<file path="config.mk">
export PLATFORM = sky130hd
export DESIGN_NAME = wildcard_byte_pattern_scanner
export DESIGN_NICKNAME = d
export VERILOG_FILES = /design/src/sv/wbps_pkg.sv /design/src/sv/wildcard_byte_pattern_scanner.sv /design/src/sv/wbps_match_core.sv /design/src/sv/wbps_record_fifo.sv
export SDC_FILE = /design/constraint.sdc
export NUM_CORES = 2
export LEC_CHECK = 0
export BUFFER_PORTS_ARGS = -buffer_cell sky130_fd_sc_hd__buf_2
export CAP_MARGIN = 20
export CORE_UTILIZATION = 30
export DETAILED_ROUTE_END_ITERATION = 8
export GPL_ROUTABILITY_DRIVEN = 0
export GPL_TIMING_DRIVEN = 0
export PLACE_DENSITY = 0.42
export SLEW_MARGIN = 20
export SYNTH_ARGS = -nofsm -noshare
export SYNTH_HDL_FRONTEND = slang
export SYNTH_SLANG_ARGS = --single-unit
</file>
<file path="constraint.sdc">
create_clock -name aclk -period 10.7 [get_ports aclk]
set_clock_uncertainty 0.2 [all_clocks]
set_input_delay 1.605 -clock aclk [delete_from_list [all_inputs] [get_ports aclk]]
set_output_delay 1.605 -clock aclk [all_outputs]
set_load 0.1 [all_outputs]
</file>
<file path="src/sv/wbps_pkg.sv">
package wbps_pkg;

    // Window depth default and the widest signature the registers can hold.
    localparam int WINDOW_BYTES_DEF = 16;
    localparam int PATTERN_MAX      = 16;

    // Configuration register indexes.
    localparam int CFG_INDEX_W = 3;
    localparam logic [CFG_INDEX_W-1:0] REG_PATTERN_LOW  = 3'd0;
    localparam logic [CFG_INDEX_W-1:0] REG_PATTERN_HIGH = 3'd1;
    localparam logic [CFG_INDEX_W-1:0] REG_CARE_MASK    = 3'd2;
    localparam logic [CFG_INDEX_W-1:0] REG_PATTERN_LEN  = 3'd3;
    localparam logic [CFG_INDEX_W-1:0] REG_BASE_ADDR    = 3'd4;

    // Record kinds carried on tuser.
    localparam logic RECORD_MATCH = 1'b0;
    localparam logic RECORD_END   = 1'b1;

    // Result queue geometry.
    localparam int FIFO_DEPTH = 8;
    localparam int FIFO_PTR_W = 3;
    localparam int FIFO_CNT_W = 4;

    // One result record.
    typedef struct packed {
        logic        kind;
        logic [63:0] address;
        logic [31:0] total;
        logic        run_end;
    } record_t;

    // Records produced by one byte, match first.
    typedef struct packed {
        logic    match_valid;
        record_t match_rec;
        logic    end_valid;
        record_t end_rec;
    } push_t;

endpackage

</file>
<file path="src/sv/wildcard_byte_pattern_scanner.sv">
// A byte accepted on the input is held in the input register; its records are written
// into the result queue from there, and the queue head drives the result port.
// Throughput: one byte per cycle while the result queue has room; a byte that gives a match and an end record
// puts both on the single output port, one after the other.
// The eight-entry result queue lets input continue while results wait.
// Reset (aresetn low, synchronous) clears the window, counters and queue and sets
// the registers to zero with pattern_length one.
module wildcard_byte_pattern_scanner #(
    parameter int WINDOW_BYTES = wbps_pkg::WINDOW_BYTES_DEF
) (
    input  logic                             aclk,
    input  logic                             aresetn,
    // Configuration write channel.
    input  logic                             cfg_valid,
    output logic                             cfg_ready,
    input  logic [wbps_pkg::CFG_INDEX_W-1:0] cfg_index,
    input  logic [63:0]                      cfg_data,
    // Byte stream in.
    input  logic                             s_tvalid,
    output logic                             s_tready,
    input  logic [7:0]                       s_tdata,  // [7:0] data_byte
    input  logic                             s_tlast,  // last_byte
    // Records out.
    output logic                             m_tvalid,
    input  logic                             m_tready,
    output logic [95:0]                      m_tdata,  // [63:0] match_address, [95:64] match_total
    output logic [0:0]                       m_tuser,  // [0] record_kind
    output logic                             m_tlast   // run_end
);
    import wbps_pkg::*;

    push_t   push;
    record_t head;
    logic    space_ok;
    logic    in_accept;

    assign cfg_ready = 1'b1;
    assign s_tready  = space_ok;
    assign in_accept = s_tvalid && s_tready;

    // Window, compares and counters.
    wbps_match_core #(
        .WINDOW_BYTES(WINDOW_BYTES)
    ) u_core (
        .aclk      (aclk),
        .aresetn   (aresetn),
        .cfg_valid (cfg_valid),
        .cfg_index (cfg_index),
        .cfg_data  (cfg_data),
        .in_accept (in_accept),
        .in_byte   (s_tdata),
        .in_last   (s_tlast),
        .push      (push)
    );

    // Result queue in front of the output port.
    wbps_record_fifo u_fifo (
        .aclk       (aclk),
        .aresetn    (aresetn),
        .push       (push),
        .head       (head),
        .head_valid (m_tvalid),
        .head_ready (m_tready),
        .space_ok   (space_ok)
    );

    assign m_tdata = {head.total, head.address};
    assign m_tuser = head.kind;
    assign m_tlast = head.run_end;

endmodule

</file>
<file path="src/sv/wbps_match_core.sv">
module wbps_match_core #(
    parameter int WINDOW_BYTES = wbps_pkg::WINDOW_BYTES_DEF
) (
    input  logic                               aclk,
    input  logic                               aresetn,
    input  logic                               cfg_valid,
    input  logic [wbps_pkg::CFG_INDEX_W-1:0]   cfg_index,
    input  logic [63:0]                        cfg_data,
    input  logic                               in_accept,
    input  logic [7:0]                         in_byte,
    input  logic                               in_last,
    output wbps_pkg::push_t                    push
);
    import wbps_pkg::*;

    localparam int WIN_IDX_W = (WINDOW_BYTES > 1) ? $clog2(WINDOW_BYTES) : 1;
    localparam logic [4:0] WIN_LEN = 5'(WINDOW_BYTES);

    // Configuration registers.
    logic [63:0] pattern_low_reg;
    logic [63:0] pattern_high_reg;
    logic [15:0] care_mask_reg;
    logic [4:0]  pattern_len_reg;
    logic [63:0] base_addr_reg;

    // Input register.
    logic        in_valid_reg;
    logic [7:0]  in_byte_reg;
    logic        in_last_reg;

    // Scan state.
    logic [7:0]  win_reg [WINDOW_BYTES];
    logic [7:0]  win_next [WINDOW_BYTES];
    logic [31:0] seen_reg;
    logic [31:0] seen_next;
    logic [31:0] matches_reg;
    logic [31:0] matches_next;

    logic [4:0]   eff_len;
    logic [127:0] pattern;
    logic [4:0]   pos;
    logic         all_equal;
    logic         enough;
    logic         hit;
    logic [31:0]  offset;

    // Register writes; unused indexes are ignored.
    always_ff @(posedge aclk) begin
        if (!aresetn) begin
            pattern_low_reg  <= '0;
            pattern_high_reg <= '0;
            care_mask_reg    <= '0;
            pattern_len_reg  <= 5'd1;
            base_addr_reg    <= '0;
        end else if (cfg_valid) begin
            case (cfg_index)
                REG_PATTERN_LOW:  pattern_low_reg  <= cfg_data;
                REG_PATTERN_HIGH: pattern_high_reg <= cfg_data;
                REG_CARE_MASK:    care_mask_reg    <= cfg_data[15:0];
                REG_PATTERN_LEN:  pattern_len_reg  <= cfg_data[4:0];
                REG_BASE_ADDR:    base_addr_reg    <= cfg_data;
                default: ;
            endcase
        end
    end

    // Capture the accepted word.
    always_ff @(posedge aclk) begin
        if (!aresetn) begin
            in_valid_reg <= 1'b0;
        end else begin
            in_valid_reg <= in_accept;
        end
    end

    always_ff @(posedge aclk) begin
        if (in_accept) begin
            in_byte_reg <= in_byte;
            in_last_reg <= in_last;
        end
    end

    // Length zero acts as one; lengths past the window are clipped.
    always_comb begin
        eff_len = pattern_len_reg;
        if (eff_len == 5'd0) begin
            eff_len = 5'd1;
        end
        if (eff_len > WIN_LEN) begin
            eff_len = WIN_LEN;
        end
    end

    assign pattern = {pattern_high_reg, pattern_low_reg};

    // Shifted window with the new byte at the front.
    always_comb begin
        win_next[0] = in_byte_reg;
        for (int k = 1; k < WINDOW_BYTES; k++) begin
            win_next[k] = win_reg[k-1];
        end
    end

    // Parallel byte compares; signature byte i lines up with window entry len-1-i.
    always_comb begin
        all_equal = 1'b1;
        pos       = '0;
        for (int i = 0; i < PATTERN_MAX; i++) begin
            if ((5'(i) < eff_len) && care_mask_reg[i]) begin
                pos = eff_len - 5'd1 - 5'(i);
                if (win_next[pos[WIN_IDX_W-1:0]] != pattern[i*8 +: 8]) begin
                    all_equal = 1'b0;
                end
            end
        end
    end

    // Offset, match count and hit decision.
    assign seen_next = seen_reg + 32'd1;
    assign enough    = seen_next >= {27'd0, eff_len};
    assign hit       = enough && all_equal;
    assign offset    = seen_next - {27'd0, eff_len};

    always_comb begin
        matches_next = matches_reg;
        if (hit && (matches_reg != '1)) begin
            matches_next = matches_reg + 32'd1;
        end
    end

    // Update the scan state; the last byte starts a fresh scan.
    always_ff @(posedge aclk) begin
        if (!aresetn) begin
            win_reg     <= '{default: '0};
            seen_reg    <= '0;
            matches_reg <= '0;
        end else if (in_valid_reg) begin
            if (in_last_reg) begin
                win_reg     <= '{default: '0};
                seen_reg    <= '0;
                matches_reg <= '0;
            end else begin
                win_reg     <= win_next;
                seen_reg    <= seen_next;
                matches_reg <= matches_next;
            end
        end
    end

    // Records for the result queue.
    always_comb begin
        push.match_valid       = in_valid_reg && hit;
        push.match_rec.kind    = RECORD_MATCH;
        push.match_rec.address = base_addr_reg + {32'd0, offset};
        push.match_rec.total   = matches_next;
        push.match_rec.run_end = !in_last_reg;
        push.end_valid         = in_valid_reg && in_last_reg;
        push.end_rec.kind      = RECORD_END;
        push.end_rec.address   = '0;
        push.end_rec.total     = matches_next;
        push.end_rec.run_end   = 1'b1;
    end

endmodule

</file>
<file path="src/sv/wbps_record_fifo.sv">
module wbps_record_fifo (
    input  logic              aclk,
    input  logic              aresetn,
    input  wbps_pkg::push_t   push,
    output wbps_pkg::record_t head,
    output logic              head_valid,
    input  logic              head_ready,
    output logic              space_ok
);
    import wbps_pkg::*;

    record_t               mem [FIFO_DEPTH];
    logic [FIFO_PTR_W-1:0] wr_ptr_reg;
    logic [FIFO_PTR_W-1:0] wr_ptr_next;
    logic [FIFO_PTR_W-1:0] rd_ptr_reg;
    logic [FIFO_CNT_W-1:0] count_reg;
    logic [FIFO_CNT_W-1:0] count_next;
    logic [FIFO_PTR_W-1:0] end_ptr;
    logic [1:0]            push_n;
    logic                  pop;

    // Up to two records enter per cycle, the match record first.
    assign push_n  = {1'b0, push.match_valid} + {1'b0, push.end_valid};
    assign end_ptr = push.match_valid ? wr_ptr_reg + FIFO_PTR_W'(1) : wr_ptr_reg;
    assign pop     = head_valid && head_ready;

    assign wr_ptr_next = wr_ptr_reg + FIFO_PTR_W'(push_n);
    assign count_next  = count_reg + FIFO_CNT_W'(push_n) - FIFO_CNT_W'(pop);

    always_ff @(posedge aclk) begin
        if (push.match_valid) begin
            mem[wr_ptr_reg] <= push.match_rec;
        end
        if (push.end_valid) begin
            mem[end_ptr] <= push.end_rec;
        end
    end

    always_ff @(posedge aclk) begin
        if (!aresetn) begin
            wr_ptr_reg <= '0;
            rd_ptr_reg <= '0;
            count_reg  <= '0;
        end else begin
            wr_ptr_reg <= wr_ptr_next;
            count_reg  <= count_next;
            if (pop) begin
                rd_ptr_reg <= rd_ptr_reg + FIFO_PTR_W'(1);
            end
        end
    end

    // Room is kept for the byte in the input register and one more.
    assign head       = mem[rd_ptr_reg];
    assign head_valid = count_reg != '0;
    assign space_ok   = count_reg <= FIFO_CNT_W'(FIFO_DEPTH - 4);

endmodule

</file>
==> reports/metrics.yaml <==
status: "complete, no violations"
clock_sinks: 1204
min_path_type: "reg2reg"
area_delta_synth_final_pct: 16.5
use_met1_pct: 32.8
routedWlPerCell_um: 28.3
grt_pass1_vias: 44900
min_period_ns: 10.13
fp.dieH_um: 444
grt_pass1_wl_mm: 339
drt-pass1-iter-count: 6
relSlewSlack_pct: 19.8
largest_register_ffs: 784
grt_max_degree: 25
tns_ns: 0
p_int_mw: 9.03
final_cell_mix: "939 x dfxtp_1, 541 x nand2_1, 514 x a21oi_1, 428 x nor2_1, 396 x mux4_2"
combPwrFrac_pct: 26.3
worstPathArrival_ns: 10.46
synth_nets: 5543
cts_tree: "built"
clock_power_share_pct: 37.0
htree_levels: 4
cts_hold_buf: 0
critPathSlowestCell: "a2bb2oi_2"
viasPerCell: 5.55
worst_slack_ns: 0.574
rsz0062_at_grt: "no"
use_met2_pct: 37.4
path_delay_family: "buffers and inverters"
worstSetupEndpointType: "register"
ys_types: 83
fp.dieArea_um2: 197000
drive_gt1_share_pct: 18.5
async_reset_ff_share_pct: 0
totalWireLength_mm: 237
start_util_pct: 30.3
power_mw: 13.9
yosysWarnings: 0
slowest_delay_ns: 0.79
ant_nets: 0
max_freq_mhz: 98.8
hold_violations: 0
clock_tree.buffer_depth: 3
instances_no_fill: 8404
pre_cts_slack_ns: -1.74
final_nets: 5891
place_hpwl_mm: 178
power_density_nw_per_um2: 203
fp.dieW_um: 444
avgSynthCellArea_um2: 10.9
synth_ff_type: "dfxtp_1"
finalMaxSlewViolations: 0
finalInstanceArea_um2: 68300
fillerInstances: 19500
hold_slack_ns: 0.247
top_register: "u_fifo.mem"
groute.usage.overall_pct: 23.7
seqPwrFrac_pct: 36.7
worst-path-buf-inv: 13
cts_buffers: 145
port_buffers: 180
dpl_cell_area_um2: 63200
synth-seq-cells: 1204
place_inst: 8123
crit_path_max_fanout: 18
power_leakage_nw: 23.4
yosysTopAreaCell: "dfxtp_1"
grt_util_met3_pct: 2.94
worstPathRequired_ns: 11.03
layout_worst_path_cycle_share_pct: 94.6
syn_inst: 5397
root_buffer: "clkbuf_16"
maxCapViolations: 0
drtIter0Drc: 4558
netlist_top_cells_area: "dfxtp_1 32%, mux4_2 15%, edfxtp_1 14%, a22o_1 4.6%, a21oi_1 4.4%"
critPathLaunchType: "register"
vias: 46600
grt_most_used_layer: "met2"
clk_pin_slew_ns: 0.06
setup_viol: 0
synth_edf_count: 265
num_rows: 161
tightestPinTransition_ns: 1.19
mappedNetlistArea_um2: 58600
fin_util_pct: 35.3
vdd_drop_max_mv: 0.121
final_common_cell: "dfxtp_1"
antenna_found_initial: 49
grt_overflow: 0
yosysTopAreaCellShare_pct: 32.1
synth_seq_area_share_pct: 45.6
switching_power_mw: 4.86
critPathKind: "reg2reg"
core_area_um2: 193000
clk_latency_ns: 0.83
p_sw_share_pct: 35.0
ioPinCount: 182
drc: 0
-- power groups by stage --
stage                     Combinational [mW]  Clock [mW]  Sequential [mW]
final                                   3.66        5.14             5.10
after global routing                    3.84        5.42             5.13
after detailed placement                3.67           0             5.19
after CTS                               3.68        5.24             5.09
after floorplan                         2.64           0             5.13
after global placement                  3.63           0             5.19
-- synth_stat cells, types with 81 or more instances --
| library cell | n |
|---|---|
| clkbuf_1 | 336 |
| dfxtp_1 | 939 |
| o2bb2ai_1 | 232 |
| a22o_1 | 305 |
| nand2_1 | 541 |
| and3_1 | 152 |
| xnor2_1 | 193 |
| mux2_2 | 99 |
| mux4_2 | 396 |
| mux2i_1 | 81 |
| edfxtp_1 | 265 |
| a21oi_1 | 514 |
| xor2_1 | 86 |
| nor2_1 | 429 |
-- cell type report --
type	instances	area [µm²]	share of cell area, %
flip-flops and latches	1204	26800	39.1
clock inverters	41	594	0.870
multi-input cells	3655	30100	44.0
well taps	2526	3160	4.62
plain buffers	455	1850	2.70
inverters	80	305	0.447
clock buffers	220	4310	6.31
diodes	19	47.5	0.0696
repair buffers	204	1240	1.82
-- path summary, 6_finish.rpt --
kind / start / cells after the start / endpoint / slack, ns
worst min register to register: u_fifo.mem[1][97] / 2 / u_fifo.mem[1][97] / 0.25
worst max register to register: u_core.pattern_len_reg[4] / 29 / u_fifo.mem[6][19] / 0.57
worst max-delay path: u_core.pattern_len_reg[4] / 29 / u_fifo.mem[6][19] / 0.57
worst min-delay path: u_fifo.mem[1][97] / 2 / u_fifo.mem[1][97] / 0.25
-- layer usage --
| metal | share of wire [%] | wire length, µm | vias up |
|---|---|---|---|
| met5 | 0 | 0 | - |
| met1 | 45 | 106000 | 23600 |
| li1 | - | - | 21000 |
| met4 | 4.0 | 9550 | 0 |
| met2 | 46 | 109000 | 1684 |
| met3 | 5.2 | 12500 | 380 |
-- logic make-up after synthesis --
kind of cell / after synthesis / synth area share (%)
buf+inv: 538 / 3.63
xor+xnor: 281 / 4.22
flops: 1204 / 45.6
simple gates: 1418 / 10.9
mux: 577 / 18.5
fa+ha+maj: 65 / 1.44
compound gates: 1313 / 15.6
other cells: 1 / 0.00639
-- worst register-to-register path: cells and delay by family (launching register included) --
kind	cells	cell delay (ns)
XOR/XNOR	3	0.81
AO/OA/AOI/OAI	5	1.78
flip-flops	1	0.40
adder cells (fa/ha/maj)	2	0.73
multiplexers	1	0.62
buffers and inverters	13	4.49
AND/OR/NAND/NOR	5	0.85
-- timing repair --
item                        CTS  global route
setup buffers                 0             0
setup endpoints to repair  1065           230
gates resized for setup       8             4
(Power assumes the default switching activity.)
